$ cat config.mk
export PLATFORM = sky130hd
export DESIGN_NAME = crfe_regs
export DESIGN_NICKNAME = d
export VERILOG_FILES = /design/src/hw/rtl/crfe_pkg.sv /design/src/hw/rtl/crfe_regs.sv
export SDC_FILE = /design/constraint.sdc
export NUM_CORES = 1
export LEC_CHECK = 0
export BUFFER_PORTS_ARGS = -buffer_cell sky130_fd_sc_hd__buf_2
export CORE_ASPECT_RATIO = 0.7
export CORE_UTILIZATION = 25
export CTS_CLUSTER_DIAMETER = 150
export DETAILED_ROUTE_END_ITERATION = 16
export HOLD_SLACK_MARGIN = 0.12
export SETUP_SLACK_MARGIN = 0.05
export SYNTH_ARGS = -nofsm -noshare
export SYNTH_HDL_FRONTEND = slang
export SYNTH_SLANG_ARGS = --single-unit
$ cat constraint.sdc
create_clock -name clk -period 1.3 [get_ports clk]
set_input_delay 0.195 -clock clk [delete_from_list [all_inputs] [get_ports clk]]
set_output_delay 0.195 -clock clk [all_outputs]
set_load 0.02 [all_outputs]
$ cat src/hw/rtl/crfe_pkg.sv
// Shared constants and types for the clipped rectangle fill engine.
package crfe_pkg;

	// Default store geometry
	localparam int MAX_WIDTH_DEF  = 512;
	localparam int MAX_HEIGHT_DEF = 256;

	// Register port
	localparam int APB_ADDR_W = 5;
	localparam int APB_DATA_W = 32;

	// Bits of a register write that count before saturation
	localparam int CFG_HORZ_W = 10;
	localparam int CFG_VERT_W = 9;

	// Register reset values before clamping to the store geometry
	localparam int RST_SCREEN_W = 512;
	localparam int RST_SCREEN_H = 256;

	// Field widths of an item
	localparam int CMD_W   = 2;
	localparam int COORD_W = 17;
	localparam int COLOR_W = 32;
	// Coordinate width once a width or height has been added
	localparam int SUM_W   = COORD_W + 1;

	typedef enum logic [2:0] {
		REG_SCREEN_WIDTH  = 3'd0,
		REG_SCREEN_HEIGHT = 3'd1,
		REG_CLIP_LEFT     = 3'd2,
		REG_CLIP_TOP      = 3'd3,
		REG_CLIP_RIGHT    = 3'd4,
		REG_CLIP_BOTTOM   = 3'd5
	} reg_idx_t;

	typedef enum logic [CMD_W-1:0] {
		CMD_FILL  = 2'd0,
		CMD_CLEAR = 2'd1,
		CMD_READ  = 2'd2
	} cmd_t;

endpackage

$ cat src/hw/rtl/crfe_regs.sv
// Register file for screen size and clip window, with saturating writes.
module crfe_regs #(
	parameter int MAX_WIDTH  = crfe_pkg::MAX_WIDTH_DEF,
	parameter int MAX_HEIGHT = crfe_pkg::MAX_HEIGHT_DEF,
	localparam int XW = $clog2(MAX_WIDTH + 1),
	localparam int YW = $clog2(MAX_HEIGHT + 1)
) (
	input  logic                             clk,
	input  logic                             arst_n,
	input  logic                             psel,
	input  logic                             penable,
	input  logic                             pwrite,
	input  logic [crfe_pkg::APB_ADDR_W-1:0]  paddr,
	input  logic [crfe_pkg::APB_DATA_W-1:0]  pwdata,
	output logic [crfe_pkg::APB_DATA_W-1:0]  prdata,
	output logic                             pready,
	output logic [XW-1:0]                    screen_width,
	output logic [YW-1:0]                    screen_height,
	output logic [XW-1:0]                    clip_left,
	output logic [YW-1:0]                    clip_top,
	output logic [XW-1:0]                    clip_right,
	output logic [YW-1:0]                    clip_bottom
);

	localparam int RST_SW = (crfe_pkg::RST_SCREEN_W > MAX_WIDTH) ?
		MAX_WIDTH : crfe_pkg::RST_SCREEN_W;
	localparam int RST_SH = (crfe_pkg::RST_SCREEN_H > MAX_HEIGHT) ?
		MAX_HEIGHT : crfe_pkg::RST_SCREEN_H;

	logic [XW-1:0] sw_q, cl_q, cr_q;
	logic [YW-1:0] sh_q, ct_q, cb_q;
	logic [31:0]   vh, vv;
	logic [XW-1:0] sw_sat, horz_sat;
	logic [YW-1:0] sh_sat, vert_sat;
	logic          wr_en;
	logic [2:0]    idx;

	assign pready = 1'b1;
	assign wr_en  = psel && penable && pwrite;
	assign idx    = paddr[4:2];

	// Saturate the masked write value into range
	assign vh = 32'(pwdata[crfe_pkg::CFG_HORZ_W-1:0]);
	assign vv = 32'(pwdata[crfe_pkg::CFG_VERT_W-1:0]);

	always_comb begin
		horz_sat = (vh > 32'(MAX_WIDTH)) ? XW'(MAX_WIDTH) : XW'(vh);
		vert_sat = (vv > 32'(MAX_HEIGHT)) ? YW'(MAX_HEIGHT) : YW'(vv);
		sw_sat   = (vh == 32'd0) ? XW'(1) : horz_sat;
		sh_sat   = (vv == 32'd0) ? YW'(1) : vert_sat;
	end

	always_ff @(posedge clk or negedge arst_n) begin
		if (!arst_n) begin
			sw_q <= XW'(RST_SW);
			sh_q <= YW'(RST_SH);
			cl_q <= '0;
			ct_q <= '0;
			cr_q <= XW'(RST_SW);
			cb_q <= YW'(RST_SH);
		end else if (wr_en) begin
			unique case (idx)
				crfe_pkg::REG_SCREEN_WIDTH:  sw_q <= sw_sat;
				crfe_pkg::REG_SCREEN_HEIGHT: sh_q <= sh_sat;
				crfe_pkg::REG_CLIP_LEFT:     cl_q <= horz_sat;
				crfe_pkg::REG_CLIP_TOP:      ct_q <= vert_sat;
				crfe_pkg::REG_CLIP_RIGHT:    cr_q <= horz_sat;
				crfe_pkg::REG_CLIP_BOTTOM:   cb_q <= vert_sat;
				default: ;
			endcase
		end
	end

	always_comb begin
		unique case (idx)
			crfe_pkg::REG_SCREEN_WIDTH:  prdata = 32'(sw_q);
			crfe_pkg::REG_SCREEN_HEIGHT: prdata = 32'(sh_q);
			crfe_pkg::REG_CLIP_LEFT:     prdata = 32'(cl_q);
			crfe_pkg::REG_CLIP_TOP:      prdata = 32'(ct_q);
			crfe_pkg::REG_CLIP_RIGHT:    prdata = 32'(cr_q);
			crfe_pkg::REG_CLIP_BOTTOM:   prdata = 32'(cb_q);
			default:                     prdata = '0;
		endcase
	end

	assign screen_width  = sw_q;
	assign screen_height = sh_q;
	assign clip_left     = cl_q;
	assign clip_top      = ct_q;
	assign clip_right    = cr_q;
	assign clip_bottom   = cb_q;

endmodule

==> summary.md, run 1 <==
| Metric | Value |
|---|---|
| Fmax | `591 MHz` |
| Die Y | `94.2 um` |
| Global route overflow | `0` |
| Vias in the first global route | `2593` |
| Min Tclk post-route | `1690 ps` |
| FFs w/ async S/R, synth | `1.00` |
| Final nets | `437` |
| Mapped Cells | `240` |
| Share of layout cells above drive strength 1 | `0.688` |
| Syn Std Cell Area | `3040 um2` |
| Initial Utilization | `0.258` |
| Ys Warns | `0` |
| Storage element area | `1440 um2` |
| First-pass GRT wire length | `14900 um` |
| Core area | `11800 um2` |
| Setup ws final | `-391 ps` |
| Synth area leader | `dfrtp_1` |
| Placed Area | `4150 um2` |
| Slowest-stage cell, CP | `mux4_2` |
| Largest family of logic cells by synthesized area | `multiplexers` |
| Crit-path leading delay family | `multiplexers` |
| Final Cell Area | `4620 um2` |
| Final Setup Violations | `10` |
| WHS | `261 ps` |
| CP peak stage delay | `480 ps` |
| CP max FO | `2` |
| Synth Area per Inst | `12.7 um2` |
| Hold WC Path Type | `primary input to register` |
| Fillcell total | `1156` |
| Die X | `134 um` |
| Placed cell count | `535` |
| Die area | `12600 um2` |
| Final period util | `1.30` |
| PwrDens | `1350 nW/um2` |
| Pleak | `2.36 nW` |
| Status | `complete, but fails checks` |
| Wire length per cell | `17.2 um` |
| Required @ worst endpoint | `1110 ps` |
| CP Launch Type | `register` |
| Synth Area in XOR/XNOR | `0` |
| Clk buf depth | `2` |
| Clk root buf | `clkbuf_16` |
| Final WL | `9600 um` |
| Crit end category | `primary output` |
| Row count | `33` |
| Area share of fa/ha/maj cells after synthesis | `0` |
| Synth Flop Type | `dfrtp_1` |
| Max VDD drop | `0.643 mV` |
| Port bufs | `84` |
| DRC viols | `0` |
| # IOs | `132` |
| Count of flip-flops with a built-in enable after synthesis | `0` |
| Largest net degree at the start of global routing | `58` |
| Initial antenna violation count | `0` |
| Global-route usage over all layers | `0.163` |
| Sum of buffers and inverters on the critical path | `1` |
| Tot Pwr | `6.24 mW` |
| Simple logic cell fraction of the synthesized area | `0.103` |
| Max Slew Vio Count | `0` |
| Layout area overhead | `52.2%` |
| Worst Skew | `0 ps` |
| Final Hold Vio Count | `0` |
| Routed vias | `2454` |
| Yosys cell types | `36` |
| FF+latch count, synth | `57` |
| Mux share of post-synthesis cell area | `0.300` |
| Initial DRT Pass Iterations | `4` |
| Worst-path clk slew | `50 ps` |
| Data arrival, critical path | `1500 ps` |
| Starting DRT DRC Count | `130` |
| Type of the worst setup path | `register to primary output` |
| Multi-input logic area | `1560 um2` |
| Number of vias per cell | `4.41` |
| Total of max-cap violations | `0` |
| Synth area leaders | `dfrtp_1 44%, mux2_2 19%, buf_4 6.4%` |
| Gpl congestion | `0.834` |
| Cell chain of the critical path | `mux4_2 > nand2_2 > o21ai_4 > buf_6` |
| Diode count | `0` |
| CTS sink count | `57` |
| CTS tree | `yes` |
| Failing checks | `negative setup slack` |
| Final Non-Filler Cells | `557` |
| Synth top area share | `0.437` |
| Clock buffer count from CTS | `9` |
| Clk Latency, worst-skew pair | `330 ps` |
| DRT antenna net count | `0` |
| Post-DP HPWL | `7260 um` |
| Htree depth | `3` |
| Part of the Yosys area used for sequential elements | `0.471` |
| Synth Area in Compound Gates | `0.0433` |
| Unrepaired setup endpoints after global routing | `true` |
==> worst min-delay path: stages <==
cell and delay (ps):
buf_2 140, a21oi_1 130, o41ai_1 80
==> flip-flops by register name (all words and copies together), names as in the netlist <==
name,flops
clip_left,10
clip_right,10
screen_width,10
clip_bottom,9
clip_top,9
screen_height,9
==> per-layer routing <==
layer	track usage	wire length, um	share of wire	up-vias
met5	0	0	0	-
li1	-	-	-	1122
met4	0.0341	72	0.0075	0
met1	0.222	4780	0.50	1252
met3	0.0534	449	0.047	7
met2	0.248	4290	0.45	73
==> cell usage in the layout (no fill, tap or decap), types with 4 or more instances in the layout <==
cell | Yosys | routed
dfrtp_1 | 53 | 44
buf_2 | 3 | 66
nand2_1 | 12 | 7
nor2b_1 | 18 | 17
conb_1 | 2 | 23
mux2_2 | 52 | 50
mux2i_1 | 10 | 9
mux4_2 | 4 | 4
buf_6 | 1 | 20
clkbuf_16 | 0 | 9
dfrtp_2 | 0 | 9
nand2_2 | 0 | 5
buf_12 | 0 | 4
dfstp_2 | 4 | 4
buf_4 | 26 | 65
mux2_4 | 9 | 11
==> area by class of cell <==
cell class / instances / area share
repair buffers: 156 / 0.245
multi-input cells: 168 / 0.338
well taps: 157 / 0.0425
clock inverters: 3 / 0.00325
flip-flops and latches: 57 / 0.312
inverters: 3 / 0.00244
clock buffers: 13 / 0.0563
==> cell usage after synthesis (3+ instances only) <==
cell type,count
buf_2,3
nor2_1,3
inv_1,3
nor2_2,3
dfstp_2,4
nor2b_1,18
buf_4,26
mux4_2,4
o221ai_1,3
o21ai_0,5
a21oi_1,4
mux2i_1,10
mux2_2,52
dfrtp_1,53
nand2_1,12
mux2_4,9
==> per-stage QoR <==
step / setup slack (ps) / utilization / TNS [ps]
after floorplan: -10.1 / - / -64.4
after global placement: -339 / 0.353 / -18490
after detailed placement: -402 / 0.353 / -19490
after CTS: -441 / 0.386 / -3450
after global routing: -462 / 0.393 / -3810
final: -391 / 0.393 / -3320
==> logic make-up (layout without fill, tap and decap cells) <==
group | count (synthesis) | count (layout)
multiplexers | 75 | 75
flip-flops | 57 | 57
AND/OR/NAND/NOR | 50 | 50
buffers and inverters | 36 | 175
AO/OA/AOI/OAI | 20 | 20
other | 2 | 23
==> worst paths after layout <==
check	from	endpoint	slack, ps	cells after the start
max in group asynchronous	arst_n	clip_right[9]$_DFFE_PN1P_	580	3
max reg2reg	screen_height[5]$_DFFE_PN0P_	screen_height[5]$_DFFE_PN0P_	290	3
max	clip_bottom[2]$_DFFE_PN0P_	prdata[2]	-390	4
min	pwdata[0]	screen_height[0]$_DFFE_PN0P_	260	3
min in group asynchronous	arst_n	screen_height[4]$_DFFE_PN0P_	390	3
min reg2reg	clip_top[5]$_DFFE_PN0P_	clip_top[5]$_DFFE_PN0P_	530	1
==> where the power goes <==
part           switching, mW  internal, mW
sequential             0.181          2.04
combinational          0.961         0.877
clock                  0.803          1.38
==> repair_timing <==
action / CTS / global route
resized for setup: 29 / 20
pin swaps: 12 / 4
buffers inserted: 2 / 3
endpoints found under the setup margin: 42 / 49
endpoints found under the hold margin: 53 / 0
hold buffers: 1 / 0
No activity file was read; power rests on OpenSTA's default activity.
==> run 2: changes to the inputs <==
==> constraint.sdc (replaced) <==
create_clock -name clk -period 1.3 [get_ports clk]
set_input_delay 0.26 -clock clk [delete_from_list [all_inputs] [get_ports clk]]
set_output_delay 0.26 -clock clk [all_outputs]
set_load 0.02 [all_outputs]
==> summary.md, run 2 (synthesis results as in run 1) <==
| Metric | Value |
|---|---|
| Power share of the sequential group | `0.326 (-0.030)` |
| Clk Latency, worst-skew pair | `330 ps (about the same)` |
| Initial Utilization | `0.258 (unchanged)` |
| Largest net degree at the start of global routing | `58 (unchanged)` |
| Max VDD drop | `0.736 mV (+14%)` |
| Max Slew Vio Count | `0 (unchanged)` |
| Crit end category | `primary output` |
| Final setup TNS | `-4460 ps (-1140 ps)` |
| Htree depth | `3 (unchanged)` |
| Required @ worst endpoint | `1040 ps (-70 ps)` |
| Clk root buf | `clkbuf_16` |
| FF-to-FF End | `clip_bottom[0]$_DFFE_PN0P_` |
| Fillcell total | `1116 (-3.5%)` |
| Die area | `12600 um2 (unchanged)` |
| Logic pwr share | `0.332 (+0.038)` |
| DRC viols | `0 (unchanged)` |
| Core area | `11800 um2 (unchanged)` |
| Clk buf depth | `2 (unchanged)` |
| Fmax | `568 MHz (-4.0%)` |
| Routed vias | `2495 (+1.7%)` |
| Die X | `134 um (unchanged)` |
| Multi-input logic area | `1730 um2 (+11%)` |
| Tot Pwr | `6.91 mW (+11%)` |
| Wire length per cell | `17.7 um (+2.7%)` |
| Gpl congestion | `0.802 (-3.9%)` |
| Hold EP | `screen_width[0]$_DFFE_PN0P_` |
| Initial DRT Pass Iterations | `4 (unchanged)` |
| Hold Crit Start | `pwdata[4]` |
| Global route overflow | `0 (unchanged)` |
| Row count | `33 (unchanged)` |
| Switching Fraction | `0.304 (-0.00780)` |
| Switch Pwr | `2.10 mW (+7.9%)` |
| Pleak | `2.55 nW (+8.2%)` |
| Total of max-cap violations | `0 (unchanged)` |
| Diode count | `0 (unchanged)` |
| CP Launch Type | `register` |
| Worst Skew | `0 ps (unchanged)` |
| Final WL | `10100 um (+4.8%)` |
| Status | `complete, but fails checks` |
| Number of vias per cell | `4.39 (-0.30%)` |
| CP max FO | `2 (unchanged)` |
| Core Util, Final | `0.448 (+0.0556)` |
| Storage element area | `1440 um2 (about the same)` |
| Vias in the first global route | `2604 (+0.42%)` |
| Placed Area | `4310 um2 (+3.9%)` |
| CTS sink count | `57 (unchanged)` |
| Worst-path clk slew | `50 ps (about the same)` |
| DRT antenna net count | `0 (unchanged)` |
| # IOs | `132 (unchanged)` |
| Clock share of power | `0.343 (-0.007)` |
| Unrepaired setup endpoints after global routing | `true` |
| Type of the worst setup path | `register to primary output` |
| Most frequent cells in the layout | `89 x buf_6, 43 x dfrtp_1, 38 x buf_2` |
| Final Setup Violations | `19 (+9)` |
| Final nets | `448 (+2.5%)` |
| Final Hold Vio Count | `0 (unchanged)` |
| Setup ws final | `-461 ps (-70.0 ps)` |
| First-pass GRT wire length | `15300 um (+2.7%)` |
| Commonest non-fill, non-tap cell in the layout | `buf_6` |
| Hold depth | `4 (+1)` |
| Data arrival, critical path | `1500 ps (about the same)` |
| WHS | `353 ps (+92.0 ps)` |
| Final period util | `1.35 (+0.0538)` |
| R2R setup slack | `290 ps (about the same)` |
| Min Tclk post-route | `1760 ps (+70.0 ps)` |
| Final Cell Area | `5280 um2 (+14%)` |
| Failing checks | `negative setup slack` |
| Starting DRT DRC Count | `98 (-25%)` |
| Initial antenna violation count | `0 (unchanged)` |
| Share of layout cells above drive strength 1 | `0.713 (+0.0254)` |
| Port bufs | `84 (unchanged)` |
| Post-DP HPWL | `7320 um (+0.87%)` |
| CTS tree | `yes` |
| Clock buffer count from CTS | `9 (unchanged)` |
| FF-to-FF path depth | `3 (unchanged)` |
| Global-route usage over all layers | `0.168 (+0.00533)` |
| Worst r2r src | `clip_bottom[0]$_DFFE_PN0P_` |
| Pint | `4.81 mW (+12%)` |
| Die Y | `94.2 um (unchanged)` |
| Layout area overhead | `73.8%` |
| PwrDens | `1310 nW/um2 (-3.1%)` |
| Hold WC Path Type | `primary input to register` |
## run 2: worst max-delay path, cell delays in order (launching register included)
cell and delay, ps:
dfrtp_2 410, mux2_4 280, a22oi_2 200, o221ai_4 130
buf_6 150
## run 2: final cells by class
cell class	instances	area share
multi-input combinational	168	0.328
timing repair buffer	167	0.302
sequential	57	0.274
clock buffer	11	0.0460
tap	157	0.0372
clock inverter	5	0.0104
inverter	3	0.00213
## run 2: timing repair
action / CTS / global route
buffers inserted: 5 / 16
resized for setup: 124 / 40
endpoints found under the hold margin: 53 / 0
hold buffers: 1 / 0
pin swaps: 9 / 5
setup endpoints to repair: 99 / 97
## run 2: worst max path at each step
stage	cells after the start	start	endpoint
detailed placement	6	paddr[2]	prdata[6]
floorplan	4	paddr[4]	screen_width[1]$_DFFE_PN0P_
CTS	4	screen_height[6]$_DFFE_PN0P_	prdata[6]
global route	4	clip_bottom[7]$_DFFE_PN0P_	prdata[7]
global placement	6	paddr[2]	prdata[6]
finish	4	screen_height[6]$_DFFE_PN0P_	prdata[6]
## run 2: power groups by stage
| stage | clock network [mW] | registers [mW] | logic [mW] |
|---|---|---|---|
| finish | 2.37 | 2.25 | 2.29 |
| global placement | 0 | 2.23 | 1.78 |
| detailed placement | 0 | 2.24 | 1.80 |
| floorplan | 0 | 2.53 | 0.769 |
| CTS | 2.41 | 2.23 | 2.17 |
| global route | 2.50 | 2.28 | 2.44 |
## run 2: through the flow
stage,setup slack (ps),instances
2_1_floorplan,-71.5,261
3_3_place_gp,-546,538
3_5_place_dp,-555,538
4_1_cts,-493,557
5_1_grt,-524,568
6_report,-461,568
## run 2: per-layer routing
metal / track usage / vias to the layer above / share of wire
li1: - / 1149 / -
met2: 0.252 / 87 / 0.44
met5: 0 / - / 0
met1: 0.228 / 1251 / 0.49
met3: 0.0561 / 8 / 0.064
met4: 0.0473 / 0 / 0.0063
==> run 3: changes to the inputs <==
Settings changed: BUFFER_PORTS_ARGS -buffer_cell sky130_fd_sc_hd__buf_2 to unset, DONT_BUFFER_PORTS set to 1.
==> summary.md, run 3 (synthesis results as in run 1) <==
| Metric | Value |
|---|---|
| Switching Fraction | `0.293 (-0.0109)` |
| Global route overflow | `0 (unchanged)` |
| First-pass GRT wire length | `14800 um (-3.3%)` |
| Initial DRT Pass Iterations | `4 (unchanged)` |
| Type of the worst setup path | `register to primary output` |
| FF-to-FF End | `clip_bottom[7]$_DFFE_PN0P_` |
| DRC viols | `0 (unchanged)` |
| Wire length per cell | `20.0 um (+13%)` |
| Post-DP HPWL | `7120 um (-2.8%)` |
| Logic pwr share | `0.260 (-0.072)` |
| Clk buf depth | `2 (unchanged)` |
| DRT antenna net count | `0 (unchanged)` |
| CTS sink count | `57 (unchanged)` |
| Unrepaired setup endpoints after global routing | `true` |
| Worst r2r src | `clip_bottom[7]$_DFFE_PN0P_` |
| # IOs | `132 (unchanged)` |
| Fillcell total | `1140 (+2.2%)` |
| CTS tree | `yes` |
| Most frequent cells in the layout | `72 x buf_4, 43 x dfrtp_1, 35 x mux2_2` |
| Crit end category | `primary output` |
| Htree depth | `3 (unchanged)` |
| Status | `complete, but fails checks` |
| Worst Skew | `0 ps (unchanged)` |
| PwrDens | `1420 nW/um2 (+8.4%)` |
| Power share of the sequential group | `0.361 (+0.035)` |
| Largest net degree at the start of global routing | `58 (unchanged)` |
| Clk Latency, worst-skew pair | `330 ps (about the same)` |
| Total of max-cap violations | `0 (unchanged)` |
| Fmax | `604 MHz (+6.4%)` |
| Final setup TNS | `-3170 ps (+1290 ps)` |
| Port bufs | `0 (-100%)` |
| Share of layout cells above drive strength 1 | `0.626 (-0.0871)` |
| Setup ws final | `-356 ps (+106 ps)` |
| Hold WC Path Type | `primary input to async pin` |
| Global-route usage over all layers | `0.166 (-0.00221)` |
| CP max FO | `2 (unchanged)` |
| Required @ worst endpoint | `1040 ps (about the same)` |
| Pint | `4.33 mW (-10%)` |
| Worst-path clk slew | `50 ps (about the same)` |
| WHS | `-375 ps (-728 ps)` |
| Starting DRT DRC Count | `78 (-20%)` |
| Max Slew Vio Count | `0 (unchanged)` |
| Max VDD drop | `0.605 mV (-18%)` |
| Diode count | `0 (unchanged)` |
| Vias in the first global route | `2314 (-11%)` |
| Final nets | `363 (-19%)` |
| Final period util | `1.27 (-0.0812)` |
| CP Launch Type | `register` |
| Die X | `134 um (unchanged)` |
| Die area | `12600 um2 (unchanged)` |
| Hold buffers post-CTS | `2 (+1)` |
| Failing checks | `negative hold slack, negative setup slack` |
| Switch Pwr | `1.79 mW (-15%)` |
| Routed vias | `2183 (-13%)` |
| FF-to-FF path depth | `3 (unchanged)` |
| Die Y | `94.2 um (unchanged)` |
| R2R setup slack | `270 ps (-20 ps)` |
| Clock buffer count from CTS | `9 (unchanged)` |
| Pleak | `2.03 nW (-21%)` |
| Min Tclk post-route | `1660 ps (-106 ps)` |
| Placement Setup Slack | `-128 ps (+427 ps)` |
| Layout area overhead | `42.0%` |
| Initial Utilization | `0.258 (unchanged)` |
| Data arrival, critical path | `1400 ps (-100 ps)` |
| Final WL | `9650 um (-4.1%)` |
| Core area | `11800 um2 (unchanged)` |
| Gpl congestion | `0.747 (-6.9%)` |
| Initial antenna violation count | `0 (unchanged)` |
| Row count | `33 (unchanged)` |
| Final Hold Vio Count | `57 (+57)` |
| Number of vias per cell | `4.52 (+2.9%)` |
| Final Setup Violations | `10 (-9)` |
| Commonest non-fill, non-tap cell in the layout | `buf_4` |
| Clock share of power | `0.379 (+0.036)` |
| Clk root buf | `clkbuf_16` |
## run 3: routing by layer
metal / share of wire / wire, um / vias up / GRT usage
met5: 0 / 0 / - / 0
met4: 0.0077 / 74 / 0 / 0.0473
met3: 0.092 / 885 / 9 / 0.0761
met2: 0.43 / 4180 / 83 / 0.238
met1: 0.47 / 4500 / 1114 / 0.220
li1: - / - / 977 / -
## run 3: worst max-delay path by stage
stage                                  end  depth (start not counted)  slack (ps)                         start
6_report                         prdata[7]                          3        -360    clip_bottom[7]$_DFFE_PN0P_
5_1_grt                          prdata[5]                          4        -400   screen_width[5]$_DFFE_PN0P_
4_1_cts                          prdata[6]                          3        -370  screen_height[6]$_DFFE_PN0P_
3_5_place_dp     clip_right[8]$_DFFE_PN0P_                          4        -130                      paddr[4]
3_3_place_gp     clip_right[7]$_DFFE_PN0P_                          4        -110                      paddr[4]
2_1_floorplan  screen_width[1]$_DFFE_PN0P_                          4         -70                      paddr[4]
## run 3: power by group through the flow
stage / Clock, mW / Sequential [mW] / Combinational (mW)
4_1_cts: 2.38 / 2.21 / 1.59
3_5_place_dp: 0 / 2.23 / 1.52
2_1_floorplan: 0 / 2.53 / 0.769
3_3_place_gp: 0 / 2.22 / 1.50
6_report: 2.32 / 2.21 / 1.59
5_1_grt: 2.50 / 2.24 / 1.68
## run 3: what timing repair did
action                                  in CTS  in global routing
endpoints found under the setup margin      14                 14
gates resized for setup                     18                  2
pin swaps                                    7                  2
cloned                                       0                  0
hold endpoints to repair                    64                 57
buffers inserted                             0                  1
## run 3: layout make-up
class                           count  area, um2  area share
Clock buffer                       13        250      0.0580
Clock inverter                      3       40.0     0.00928
Inverter                            3       11.3     0.00261
Multi-Input combinational cell    168       1700       0.395
Sequential cell                    57       1440       0.335
Tap cell                          157        196      0.0455
Timing Repair Buffer               82        668       0.155
## run 3: worst max-delay path, cell delays in order, from the launching register on
cell     delay (ps)
dfrtp_2         400
mux4_2          480
nand2_2         110
o21ai_4          90
## run 3: stage by stage
stage,cells,util,area (um2),power [mW],hold slack (ps)
final,483,0.367,4310,6.12,-375
after global routing,483,0.367,4310,6.42,-395
after CTS,482,0.365,4300,6.19,-387
after detailed placement,464,0.333,3920,3.75,-33.7
after global placement,464,0.333,3920,3.72,-33.8
after floorplan,261,-,3380,3.30,-35.6
